$ cat src/rtl/adsr_pkg.sv
// Package for the ADSR waveform voice: widths, codes, the configuration
// struct and the constant sine table. Used by the front end, the back end and the top level.
package adsr_pkg;

   localparam int PHASE_BITS    = 24;
   localparam int TIME_BITS     = 24;
   localparam int SINE_DEPTH    = 256;
   localparam int SINE_IDX_BITS = $clog2(SINE_DEPTH);
   localparam int LEVEL_BITS    = 16;
   localparam int STEP_BITS     = 23;
   localparam int CSR_IDX_BITS  = 3;
   localparam int CSR_DATA_BITS = 24;
   localparam int QUEUE_DEPTH   = 2;
   localparam int DIV_STEPS     = 16;
   localparam int DIV_CNT_BITS  = $clog2(DIV_STEPS);

   localparam logic [14:0] FULL_SCALE = 15'd32767;
   localparam logic [15:0] UNITY      = 16'd32768;

   typedef enum logic [CSR_IDX_BITS-1:0] {
      REG_WAVEFORM      = 3'd0,
      REG_PHASE_STEP    = 3'd1,
      REG_ATTACK_LEVEL  = 3'd2,
      REG_SUSTAIN_LEVEL = 3'd3,
      REG_ATTACK_LEN    = 3'd4,
      REG_DECAY_LEN     = 3'd5,
      REG_SUSTAIN_LEN   = 3'd6,
      REG_RELEASE_LEN   = 3'd7
   } csr_reg_type;

   typedef enum logic [1:0] {
      WAVE_SINE     = 2'd0,
      WAVE_SQUARE   = 2'd1,
      WAVE_TRIANGLE = 2'd2,
      WAVE_SAW      = 2'd3
   } wave_type;

   typedef enum logic [1:0] {
      SEG_ATTACK  = 2'd0,
      SEG_DECAY   = 2'd1,
      SEG_SUSTAIN = 2'd2,
      SEG_RELEASE = 2'd3
   } segment_type;

   typedef struct packed {
      wave_type                        waveform;
      logic [STEP_BITS-1:0]            phase_step;
      logic [LEVEL_BITS-1:0]           attack_level;
      logic [LEVEL_BITS-1:0]           sustain_level;
      logic [3:0][TIME_BITS-1:0]       seg_len;
   } cfg_type;

   // One entry of the request queue as seen by the back end.
   typedef struct packed {
      logic valid;
      logic start;
   } qitem_type;

   typedef logic signed [15:0] sine_tab_type [SINE_DEPTH];

   // Fixed-point odd series for sine; defines every table entry exactly.
   function automatic logic signed [15:0] sine_entry(int idx);
      logic [63:0] t;
      logic [63:0] x;
      logic [63:0] x2;
      logic [63:0] r;
      logic [63:0] s;
      logic [63:0] w;
      logic        neg;
      t   = (64'(idx) << 32) / SINE_DEPTH;
      neg = 1'b0;
      if (t >= (64'd1 << 31)) begin
         neg = 1'b1;
         t   = t - (64'd1 << 31);
      end
      if (t > (64'd1 << 30)) begin
         t = (64'd1 << 31) - t;
      end
      x  = (t * 64'd6746518852) >> 32;
      x2 = (x * x) >> 30;
      r  = 64'd1 << 30;
      r  = (64'd1 << 30) - ((x2 * r) >> 30) / 110;
      r  = (64'd1 << 30) - ((x2 * r) >> 30) / 72;
      r  = (64'd1 << 30) - ((x2 * r) >> 30) / 42;
      r  = (64'd1 << 30) - ((x2 * r) >> 30) / 20;
      r  = (64'd1 << 30) - ((x2 * r) >> 30) / 6;
      s  = (x * r) >> 30;
      w  = (s * 64'd32767 + (64'd1 << 29)) >> 30;
      if (w > 64'd32767) begin
         w = 64'd32767;
      end
      return neg ? -(16'(w)) : 16'(w);
   endfunction

   function automatic sine_tab_type build_sine();
      sine_tab_type tab;
      for (int i = 0; i < SINE_DEPTH; i++) begin
         tab[i] = sine_entry(i);
      end
      return tab;
   endfunction

   localparam sine_tab_type SINE_TABLE = build_sine();

endpackage

$ cat src/rtl/adsr_front.sv
// Front end of the ADSR voice: accepts request transactions into a short
// queue that the back end drains. Depends on adsr_pkg.
module adsr_front (
   input  logic                 clock,
   input  logic                 reset,
   input  logic                 req_valid,
   output logic                 req_ready,
   input  logic                 req_start_req,
   input  logic                 pop,
   output adsr_pkg::qitem_type  head
);

   localparam int PTR_BITS = $clog2(adsr_pkg::QUEUE_DEPTH);

   logic [adsr_pkg::QUEUE_DEPTH-1:0] mem_ff;
   logic [PTR_BITS-1:0]              wr_ptr_ff, wr_ptr_in;
   logic [PTR_BITS-1:0]              rd_ptr_ff, rd_ptr_in;
   logic [PTR_BITS:0]                count_ff, count_in;
   logic                             push;
   logic                             take;

   assign req_ready  = (count_ff != (PTR_BITS+1)'(adsr_pkg::QUEUE_DEPTH));
   assign push       = req_valid && req_ready;
   assign head.valid = (count_ff != '0);
   assign head.start = mem_ff[rd_ptr_ff];
   assign take       = pop && head.valid;

   always_comb begin
      wr_ptr_in = push ? wr_ptr_ff + 1'b1 : wr_ptr_ff;
      rd_ptr_in = take ? rd_ptr_ff + 1'b1 : rd_ptr_ff;
      count_in  = count_ff + (PTR_BITS+1)'(push) - (PTR_BITS+1)'(take);
   end

   always_ff @(posedge clock) begin
      if (reset) begin
         wr_ptr_ff <= '0;
         rd_ptr_ff <= '0;
         count_ff  <= '0;
      end else begin
         wr_ptr_ff <= wr_ptr_in;
         rd_ptr_ff <= rd_ptr_in;
         count_ff  <= count_in;
      end
   end

   always_ff @(posedge clock) begin
      if (push) begin
         mem_ff[wr_ptr_ff] <= req_start_req;
      end
   end

endmodule

$ cat src/rtl/adsr_engine.sv
// Back end of the ADSR voice: voice state, waveform lookup, envelope
// divider, output multiply and the result register. Depends on adsr_pkg.
module adsr_engine (
   input  logic                 clock,
   input  logic                 reset,
   input  adsr_pkg::cfg_type    cfg,
   input  adsr_pkg::qitem_type  head,
   output logic                 pop,
   output logic                 rsp_valid,
   input  logic                 rsp_ready,
   output logic signed [15:0]   rsp_sample,
   output logic                 rsp_active,
   output logic                 rsp_last
);

   localparam int PB = adsr_pkg::PHASE_BITS;
   localparam int TB = adsr_pkg::TIME_BITS;
   localparam int NB = adsr_pkg::LEVEL_BITS + TB;

   typedef enum logic [6:0] {
      ST_IDLE  = 7'b0000001,
      ST_PREP  = 7'b0000010,
      ST_WAVE  = 7'b0000100,
      ST_MUL   = 7'b0001000,
      ST_DIV   = 7'b0010000,
      ST_SCALE = 7'b0100000,
      ST_DONE  = 7'b1000000
   } state_type;

   typedef struct packed {
      logic        play;
      logic [1:0]  seg;
   } enter_type;

   // First segment with nonzero length at or after 'from'.
   function automatic enter_type enter_seg(logic [2:0] from,
                                           logic [3:0][TB-1:0] lens);
      enter_type res;
      res.play = 1'b0;
      res.seg  = 2'd0;
      for (int k = 3; k >= 0; k--) begin
         if ((3'(k) >= from) && (lens[k] != '0)) begin
            res.play = 1'b1;
            res.seg  = 2'(k);
         end
      end
      return res;
   endfunction

   state_type                   state_ff, state_in;
   logic                        start_ff;
   logic [PB-1:0]               phase_ff;
   logic [1:0]                  seg_ff;
   logic [TB-1:0]               pos_ff;
   logic                        playing_ff;
   logic                        idle_ff;
   logic signed [15:0]          wave_ff;
   logic [adsr_pkg::LEVEL_BITS-1:0] x_ff;
   logic [TB-1:0]               n_ff;
   logic [TB-1:0]               len_ff;
   logic [16:0]                 base_ff;
   logic                        sub_ff;
   logic [NB-1:0]               num_ff;
   logic [TB-1:0]               rem_ff;
   logic [15:0]                 quo_ff;
   logic [adsr_pkg::DIV_CNT_BITS-1:0] cnt_ff;
   logic signed [33:0]          prod_ff;
   logic                        rsp_valid_ff;
   logic signed [15:0]          rsp_sample_ff;
   logic                        rsp_active_ff;
   logic                        rsp_last_ff;

   logic [15:0]                 lvl_a, lvl_s;
   logic [TB-1:0]               cur_len;
   logic signed [15:0]          wave_val;
   logic [PB+13:0]              tri_prod;
   logic [PB+14:0]              saw_prod;
   logic [14:0]                 tri_r, saw_r;
   logic [TB:0]                 trial;
   logic [16:0]                 env;
   logic [33:0]                 prod_mag;
   logic [15:0]                 mag;
   logic signed [15:0]          smp;
   logic [TB-1:0]               pos_next;
   enter_type                   start_ent, next_ent;
   logic                        seg_end;
   logic                        out_free;

   assign lvl_a   = (cfg.attack_level > adsr_pkg::UNITY) ? adsr_pkg::UNITY
                                                        : cfg.attack_level;
   assign lvl_s   = (cfg.sustain_level > adsr_pkg::UNITY) ? adsr_pkg::UNITY
                                                         : cfg.sustain_level;
   assign cur_len = cfg.seg_len[seg_ff];

   // Waveform from the phase before this sample's advance.
   always_comb begin
      tri_prod = (PB+14)'(phase_ff[PB-3:0]) * (PB+14)'(adsr_pkg::FULL_SCALE);
      saw_prod = (PB+15)'(phase_ff[PB-2:0]) * (PB+15)'(adsr_pkg::FULL_SCALE);
      tri_r    = tri_prod[PB+12 -: 15];
      saw_r    = saw_prod[PB+13 -: 15];
      case (cfg.waveform)
         adsr_pkg::WAVE_SINE: begin
            wave_val = adsr_pkg::SINE_TABLE[phase_ff[PB-1 -: adsr_pkg::SINE_IDX_BITS]];
         end
         adsr_pkg::WAVE_SQUARE: begin
            wave_val = (!phase_ff[PB-1] && (phase_ff != '0))
                       ? $signed({1'b0, adsr_pkg::FULL_SCALE})
                       : -$signed({1'b0, adsr_pkg::FULL_SCALE});
         end
         adsr_pkg::WAVE_TRIANGLE: begin
            case (phase_ff[PB-1:PB-2])
               2'd0:    wave_val = $signed({1'b0, tri_r});
               2'd1:    wave_val = $signed({1'b0, adsr_pkg::FULL_SCALE - tri_r});
               2'd2:    wave_val = -$signed({1'b0, tri_r});
               default: wave_val = $signed({1'b0, tri_r})
                                   - $signed({1'b0, adsr_pkg::FULL_SCALE});
            endcase
         end
         default: begin
            wave_val = phase_ff[PB-1] ? $signed({1'b0, saw_r})
                                        - $signed({1'b0, adsr_pkg::FULL_SCALE})
                                      : $signed({1'b0, saw_r});
         end
      endcase
   end

   always_comb begin
      trial    = {rem_ff, num_ff[adsr_pkg::DIV_STEPS-1]} - {1'b0, len_ff};
      env      = sub_ff ? base_ff - {1'b0, quo_ff} : base_ff + {1'b0, quo_ff};
      prod_mag = prod_ff[33] ? 34'(-prod_ff) : 34'(prod_ff);
      mag      = prod_mag[30:15];
      smp      = prod_ff[33] ? -$signed(mag) : $signed(mag);
      pos_next = pos_ff + 1'b1;
      seg_end  = (pos_next == '0) || (pos_next >= cur_len);
      next_ent = enter_seg({1'b0, seg_ff} + 3'd1, cfg.seg_len);
      start_ent = enter_seg(3'd0, cfg.seg_len);
      out_free = !rsp_valid_ff || rsp_ready;
   end

   assign pop = (state_ff == ST_IDLE);

   always_comb begin
      state_in = state_ff;
      case (state_ff)
         ST_IDLE:  if (head.valid) state_in = ST_PREP;
         ST_PREP:  state_in = ST_WAVE;
         ST_WAVE:  state_in = playing_ff ? ST_MUL : ST_DONE;
         ST_MUL:   state_in = ST_DIV;
         ST_DIV:   if (cnt_ff == '1) state_in = ST_SCALE;
         ST_SCALE: state_in = ST_DONE;
         ST_DONE:  if (out_free) state_in = ST_IDLE;
         default:  state_in = ST_IDLE;
      endcase
   end

   always_ff @(posedge clock) begin
      if (reset) begin
         state_ff     <= ST_IDLE;
         phase_ff     <= '0;
         seg_ff       <= adsr_pkg::SEG_ATTACK;
         pos_ff       <= '0;
         playing_ff   <= 1'b0;
         rsp_valid_ff <= 1'b0;
         cnt_ff       <= '0;
      end else begin
         state_ff <= state_in;
         // A new result loaded in the same cycle keeps the valid flag set.
         if (rsp_valid_ff && rsp_ready && !((state_ff == ST_DONE) && out_free)) begin
            rsp_valid_ff <= 1'b0;
         end
         case (state_ff)
            ST_PREP: begin
               if (start_ff) begin
                  phase_ff   <= '0;
                  seg_ff     <= start_ent.seg;
                  pos_ff     <= '0;
                  playing_ff <= start_ent.play;
               end
            end
            ST_MUL: begin
               cnt_ff <= '0;
            end
            ST_DIV: begin
               cnt_ff <= cnt_ff + 1'b1;
            end
            ST_DONE: begin
               if (out_free) begin
                  rsp_valid_ff <= 1'b1;
                  if (!idle_ff) begin
                     phase_ff <= PB'(phase_ff + PB'(cfg.phase_step));
                     if (seg_end) begin
                        seg_ff     <= next_ent.seg;
                        pos_ff     <= '0;
                        playing_ff <= next_ent.play;
                     end else begin
                        pos_ff <= pos_next;
                     end
                  end
               end
            end
            default: begin
            end
         endcase
      end
   end

   // Datapath registers.
   always_ff @(posedge clock) begin
      case (state_ff)
         ST_IDLE: begin
            start_ff <= head.start;
         end
         ST_WAVE: begin
            idle_ff <= !playing_ff;
            wave_ff <= wave_val;
            if (cur_len == '0) begin
               n_ff   <= TB'(1);
               len_ff <= TB'(1);
            end else begin
               n_ff   <= (pos_ff > cur_len) ? cur_len : pos_ff;
               len_ff <= cur_len;
            end
            case (seg_ff)
               adsr_pkg::SEG_ATTACK: begin
                  x_ff <= lvl_a; base_ff <= '0; sub_ff <= 1'b0;
               end
               adsr_pkg::SEG_DECAY: begin
                  base_ff <= {1'b0, lvl_a};
                  sub_ff  <= (lvl_a >= lvl_s);
                  x_ff    <= (lvl_a >= lvl_s) ? lvl_a - lvl_s : lvl_s - lvl_a;
               end
               adsr_pkg::SEG_SUSTAIN: begin
                  x_ff <= '0; base_ff <= {1'b0, lvl_s}; sub_ff <= 1'b0;
               end
               default: begin
                  x_ff <= lvl_s; base_ff <= {1'b0, lvl_s}; sub_ff <= 1'b1;
               end
            endcase
         end
         ST_MUL: begin
            rem_ff <= '0;
         end
         default: begin
         end
      endcase
      // The quotient fits in 16 bits, so the top of the product is
      // already below the divisor and only 16 steps remain.
      if (state_ff == ST_MUL) begin
         num_ff <= NB'(x_ff) * NB'(n_ff);
      end
      if (state_ff == ST_DIV) begin
         if (cnt_ff == '0) begin
            // First step starts from the upper bits of the product.
            if ({num_ff[NB-1:adsr_pkg::DIV_STEPS-1]} >= {1'b0, len_ff}) begin
               rem_ff <= TB'({num_ff[NB-1:adsr_pkg::DIV_STEPS-1]} - {1'b0, len_ff});
               quo_ff <= 16'd1;
            end else begin
               rem_ff <= num_ff[NB-2:adsr_pkg::DIV_STEPS-1];
               quo_ff <= 16'd0;
            end
         end else begin
            if (!trial[TB]) begin
               rem_ff <= trial[TB-1:0];
               quo_ff <= {quo_ff[14:0], 1'b1};
            end else begin
               rem_ff <= {rem_ff[TB-2:0], num_ff[adsr_pkg::DIV_STEPS-1]};
               quo_ff <= {quo_ff[14:0], 1'b0};
            end
         end
         num_ff <= {num_ff[NB-2:0], 1'b0};
      end
      if (state_ff == ST_SCALE) begin
         prod_ff <= $signed({1'b0, env}) * 34'(wave_ff);
      end
      if ((state_ff == ST_DONE) && out_free) begin
         rsp_sample_ff <= idle_ff ? 16'sd0 : smp;
         rsp_active_ff <= !idle_ff;
         rsp_last_ff   <= !idle_ff && seg_end && !next_ent.play;
      end
   end

   assign rsp_valid  = rsp_valid_ff;
   assign rsp_sample = rsp_sample_ff;
   assign rsp_active = rsp_active_ff;
   assign rsp_last   = rsp_last_ff;

endmodule

$ cat src/rtl/adsr_waveform_voice_top.sv
// Top level of the ADSR waveform voice: configuration registers and the
// front/back split. Depends on adsr_pkg, adsr_front and adsr_engine.
//
// Usage: each request transaction (req_valid/req_ready, req_start_req)
// yields exactly one response transaction (rsp_valid/rsp_ready) carrying
// one signed sample, the active flag and the last-sample flag.
// req_start_req = 1 restarts the note at sample zero; 0 advances one tick.
// Registers are written through csr_valid/csr_index/csr_data; csr_ready is
// always high. Write them only while no transaction is in flight.
// The back end works on one request at a time, in order: prepare, waveform
// lookup, multiply, the 16-step restoring divider that scales the envelope
// segment, output scaling and the final step; a silent voice goes from the lookup to the final step.
// A two-entry queue lets requests be accepted while the back end works, and
// a response register holds a finished sample while the receiver stalls;
// the back end waits in its final step until that register frees.
// Reset clears all registers, the voice state, the request queue and the
// response valid flag; the voice comes up silent.
module adsr_waveform_voice_top (
   input  logic                                clock,
   input  logic                                reset,
   input  logic                                req_valid,
   output logic                                req_ready,
   input  logic                                req_start_req,
   output logic                                rsp_valid,
   input  logic                                rsp_ready,
   output logic signed [15:0]                  rsp_sample,
   output logic                                rsp_active,
   output logic                                rsp_last,
   input  logic                                csr_valid,
   output logic                                csr_ready,
   input  logic [adsr_pkg::CSR_IDX_BITS-1:0]   csr_index,
   input  logic [adsr_pkg::CSR_DATA_BITS-1:0]  csr_data
);

   adsr_pkg::cfg_type   cfg_ff;
   adsr_pkg::qitem_type head;
   logic                pop;

   assign csr_ready = 1'b1;

   always_ff @(posedge clock) begin
      if (reset) begin
         cfg_ff <= '0;
      end else if (csr_valid) begin
         case (adsr_pkg::csr_reg_type'(csr_index))
            adsr_pkg::REG_WAVEFORM:
               cfg_ff.waveform <= adsr_pkg::wave_type'(csr_data[1:0]);
            adsr_pkg::REG_PHASE_STEP:
               cfg_ff.phase_step <= csr_data[adsr_pkg::STEP_BITS-1:0];
            adsr_pkg::REG_ATTACK_LEVEL:
               cfg_ff.attack_level <= csr_data[adsr_pkg::LEVEL_BITS-1:0];
            adsr_pkg::REG_SUSTAIN_LEVEL:
               cfg_ff.sustain_level <= csr_data[adsr_pkg::LEVEL_BITS-1:0];
            adsr_pkg::REG_ATTACK_LEN:
               cfg_ff.seg_len[0] <= adsr_pkg::TIME_BITS'(csr_data);
            adsr_pkg::REG_DECAY_LEN:
               cfg_ff.seg_len[1] <= adsr_pkg::TIME_BITS'(csr_data);
            adsr_pkg::REG_SUSTAIN_LEN:
               cfg_ff.seg_len[2] <= adsr_pkg::TIME_BITS'(csr_data);
            adsr_pkg::REG_RELEASE_LEN:
               cfg_ff.seg_len[3] <= adsr_pkg::TIME_BITS'(csr_data);
            default: begin
            end
         endcase
      end
   end

   adsr_front u_front (
      .clock         (clock),
      .reset         (reset),
      .req_valid     (req_valid),
      .req_ready     (req_ready),
      .req_start_req (req_start_req),
      .pop           (pop),
      .head          (head)
   );

   adsr_engine u_engine (
      .clock      (clock),
      .reset      (reset),
      .cfg        (cfg_ff),
      .head       (head),
      .pop        (pop),
      .rsp_valid  (rsp_valid),
      .rsp_ready  (rsp_ready),
      .rsp_sample (rsp_sample),
      .rsp_active (rsp_active),
      .rsp_last   (rsp_last)
   );

endmodule

$ cat config.mk
export PLATFORM = sky130hd
export DESIGN_NAME = adsr_waveform_voice_top
export DESIGN_NICKNAME = d
export VERILOG_FILES = /design/src/rtl/adsr_pkg.sv /design/src/rtl/adsr_front.sv /design/src/rtl/adsr_engine.sv /design/src/rtl/adsr_waveform_voice_top.sv
export SDC_FILE = /design/constraint.sdc
export NUM_CORES = 2
export LEC_CHECK = 0
export ABC_CLOCK_PERIOD_IN_PS = 11600
export BUFFER_PORTS_ARGS = -buffer_cell sky130_fd_sc_hd__buf_4
export CAP_MARGIN = 20
export CORE_MARGIN = 4
export CORE_UTILIZATION = 46
export CTS_CLUSTER_SIZE = 20
export DETAILED_ROUTE_END_ITERATION = 10
export PLACE_DENSITY = 0.66
export SYNTH_ARGS = -nofsm -noshare
export SYNTH_HDL_FRONTEND = slang
export SYNTH_SLANG_ARGS = --single-unit
$ cat constraint.sdc
create_clock -name clock -period 11.6 [get_ports clock]
set_clock_uncertainty 0.05 [all_clocks]
set_input_delay 2.32 -clock clock [delete_from_list [all_inputs] [get_ports clock]]
set_output_delay 2.32 -clock clock [all_outputs]
set_load 0.01 [all_outputs]
==> metrics.md <==
| Metric | Value |
|---|---|
| Status | finished, final reports clean |
| Worst-margin pin slew | roughly 1.2 ns |
| Overall power | roughly 0.012 W |
| Die area | between 100000 and 150000 µm² |
| Commonest non-fill, non-tap cell in the layout | nand2_1 |
| Global-route wire length before repair | between 200000 and 300000 µm |
| CP max-delay cell | ha_1 |
| Setup crit start kind | flop |
| RSZ-0062 raised after global routing | no |
| Port-buffer cells | 52 |
| Count of nets after finishing | 8442 |
| Layout Cells excl Fill | between 8k and 9k |
| Post-CTS Resized | 0 |
| Sw Share | a little under half |
| I/O pin count | 54 |
| Clock buffer depth | 3 |
| Dpl ws | 1.401 ns |
| Max Slew Vio Count | 0 |
| HPWL Detailed | 140200 µm |
| DR pass1 iterations | 7 |
| Max-cap check violation count | 0 |
| Final TNS setup | 0 ns |
| # DRC | 0 |
| CP Max Fanout | 33 |
| HP Class | reg2reg |
| Via/cell ratio | 5.929 |
| Ys async rst share | 0% |
| Required @ worst endpoint | ~12 ns |
| GRT Residual Overflow | 0 |
| Clock sinks | approximately 450 |
| Synth Register Bits | between 400 and 500 |
| Initial drt markers | approximately 5.3k |
| Initial antenna violation count | 4 |
| Synth Instances | approximately 7.3k |
| Area Growth Syn to Fin | 5.848% |
| Worst Hold Slack | roughly 0.41 ns |
| Setup Fix Bufs, Post-CTS | 0 |
| CTS tree | built |
| Max H-tree Level | 2 |
| Synth top area share | a little under a quarter |
| Net switching power | around 0.0057 W |
| Largest net degree at the start of global routing | around 140 |
| Main area contributors after synthesis | fa_1, ha_1, edfxtp_1 |
| Final WL | between 150000 and 200000 µm |
| Worst EP arrival | between 10 and 15 ns |
| Most frequent cells in the layout | nand2_1, inv_1, fa_1 |
| Sequential share of the synthesized area | between 15 and 20% |
| Cell taking the most area after synthesis | fa_1 |
| Share of the clock period used by the worst path after layout | approximately nine tenths |
| Syn avg cell area | around 8.5 µm² |
| Main synth FF type | edfxtp_1 |
| Comb power frac | roughly 70% |
| Vias in the first global route | roughly 53k |
| Setup crit end kind | flop |
| Post-route setup slack | 1.292 ns |
| Worst path max stage delay | slightly above 0.7 ns |
| Gp weighted congestion | between 0.9 and 1 |
| Power per Cell Area | around 190 nW/µm² |
| Distinct cells, synth | ~100 |
| Clk slew on worst S/H paths | roughly 0.06 ns |
| Layout cells sized above 1 | 5.004% |
| Syn_nets | about 8.6k |
| Sequential power share | between 10% and 20% |
| Worst-Skew Late Latency | around 0.65 ns |
| Post-synth EDFFs | between 200 and 250 |
| CTS Root Cell | clkbuf_16 |
| Ys Warns | 0 |
| FF+latch area | between 10000 and 15000 µm² |
| WS Path Type | reg2reg |
| DR vias | 52.91k |
| WL per Instance | 20.97 µm |
| Mapped cell area | about 62000 µm² |
| Die width | around 380 µm |
| Min Tclk post-route | ~10 ns |
| Cts bufs inserted | 50 |
| # setup viols final | 0 |
| Antenna-violating nets left | 0 |
| Initial core utilization | between 40 and 50% |
| Fillcell total | around 13k |
| Area taken by multi-input logic gates | 45910 µm² |
| Rel. slew slack | about a fifth |
| FP Rows | between 100 and 150 |
| Hold Vio Cnt, Final | 0 |
| Pint | roughly 0.0067 W |
| P_leak | between 30 and 40 nW |
| Core area | ~130000 µm² |
| Max Freq | a little under 0.1 GHz |
| Die Height | about 380 µm |
| Tot GR Track Use | between 20% and 30% |
| Hold buffer count at cts | 0 |
| Clock share of power | 13.4% |
| Dpl cells | ~8.8k |
| Worst ir drop on vdd | roughly 0.66 mV |
==> area by class of cell <==
class	count	share of cell area, %
Multi-Input combinational cell	5478	69.50
Sequential cell	451	17.18
Inverter	982	5.580
Tap cell	1768	3.349
Clock buffer	67	2.116
Timing Repair Buffer	153	1.803
Clock inverter	23	0.4602
Antenna cell	2	0.007576
==> cell usage after synthesis (57+ instances only) <==
cell type / n
xnor2_1: 168
nor4_1: 59
a21oi_1: 502
nand2b_1: 85
ha_1: 574
a211oi_1: 76
and2_1: 217
nand4_1: 92
o211ai_1: 57
nand2_1: 1050
dfxtp_1: 221
xor2_1: 95
clkbuf_1: 355
edfxtp_1: 230
nor2_1: 331
fa_1: 719
a31oi_1: 58
a21o_1: 114
nand3_1: 120
nor3_1: 108
o21ai_0: 271
nor2b_1: 97
inv_1: 979
==> metal layers <==
metal  vias up  share of wire, %  track usage (%)
li1      24240                 -                -
met1     26070                43            35.69
met2      2153                46            43.68
met3       441               7.0            3.279
met4         4               3.9            8.997
met5         -             0.014                0
==> worst paths after layout <==
path,start,end,slack (ns),cells after the start
max,u_engine.quo_ff[2],u_engine.prod_ff[30],1.29,38
min,cfg_ff[142],cfg_ff[142],0.41,2
max reg2reg,u_engine.quo_ff[2],u_engine.prod_ff[30],1.29,38
min reg2reg,cfg_ff[142],cfg_ff[142],0.41,2
==> cells by family (layout without fill, tap and decap cells) <==
group                    after synthesis  count (layout)  share of synthesized area, %
adder cells (fa/ha/maj)             1294            1294                         34.59
AND/OR/NAND/NOR                     2316            2316                         17.59
buffers and inverters               1388            1225                         8.414
AO/OA/AOI/OAI                       1526            1526                         15.69
flip-flops                           451             451                         18.16
XOR/XNOR                             263             263                         3.691
multiplexers                          78              78                         1.874
other                                  1               3                      0.006009
==> power groups by stage <==
| stage | sequential (W) | clock (W) | combinational (W) |
|---|---|---|---|
| floorplan | 0.00220 | 0 | 0.00672 |
| global placement | 0.00222 | 0 | 0.00830 |
| detailed placement | 0.00222 | 0 | 0.00850 |
| CTS | 0.00218 | 0.00168 | 0.00860 |
| global route | 0.00219 | 0.00174 | 0.00988 |
| finish | 0.00219 | 0.00165 | 0.00852 |
==> state kept, by name (all words and copies together), names as in the netlist, 24 cells and up <==
signal,count
u_engine.n_ff,24
u_engine.pos_ff,24
u_engine.num_ff,40
u_engine.rem_ff,24
u_engine.phase_ff,24
cfg_ff,153
u_engine.prod_ff,32
u_engine.len_ff,24
==> worst max-delay path, delay by kind of cell, from the launching register on <==
kind,cells,cell delay (ns)
XOR/XNOR,2,0.31
adder cells (fa/ha/maj),8,4.14
AND/OR/NAND/NOR,9,2.28
buffers and inverters,8,0.88
flip-flops,1,0.46
AO/OA/AOI/OAI,11,1.93
==> through the flow <==
step	utilization [%]	instance area (µm²)
finish	49.25	66060
global route	49.25	66060
CTS	49.19	65980
detailed placement	47.92	64280
global placement	47.92	64280
floorplan	-	62410
Power figures use the tool's default switching activity.
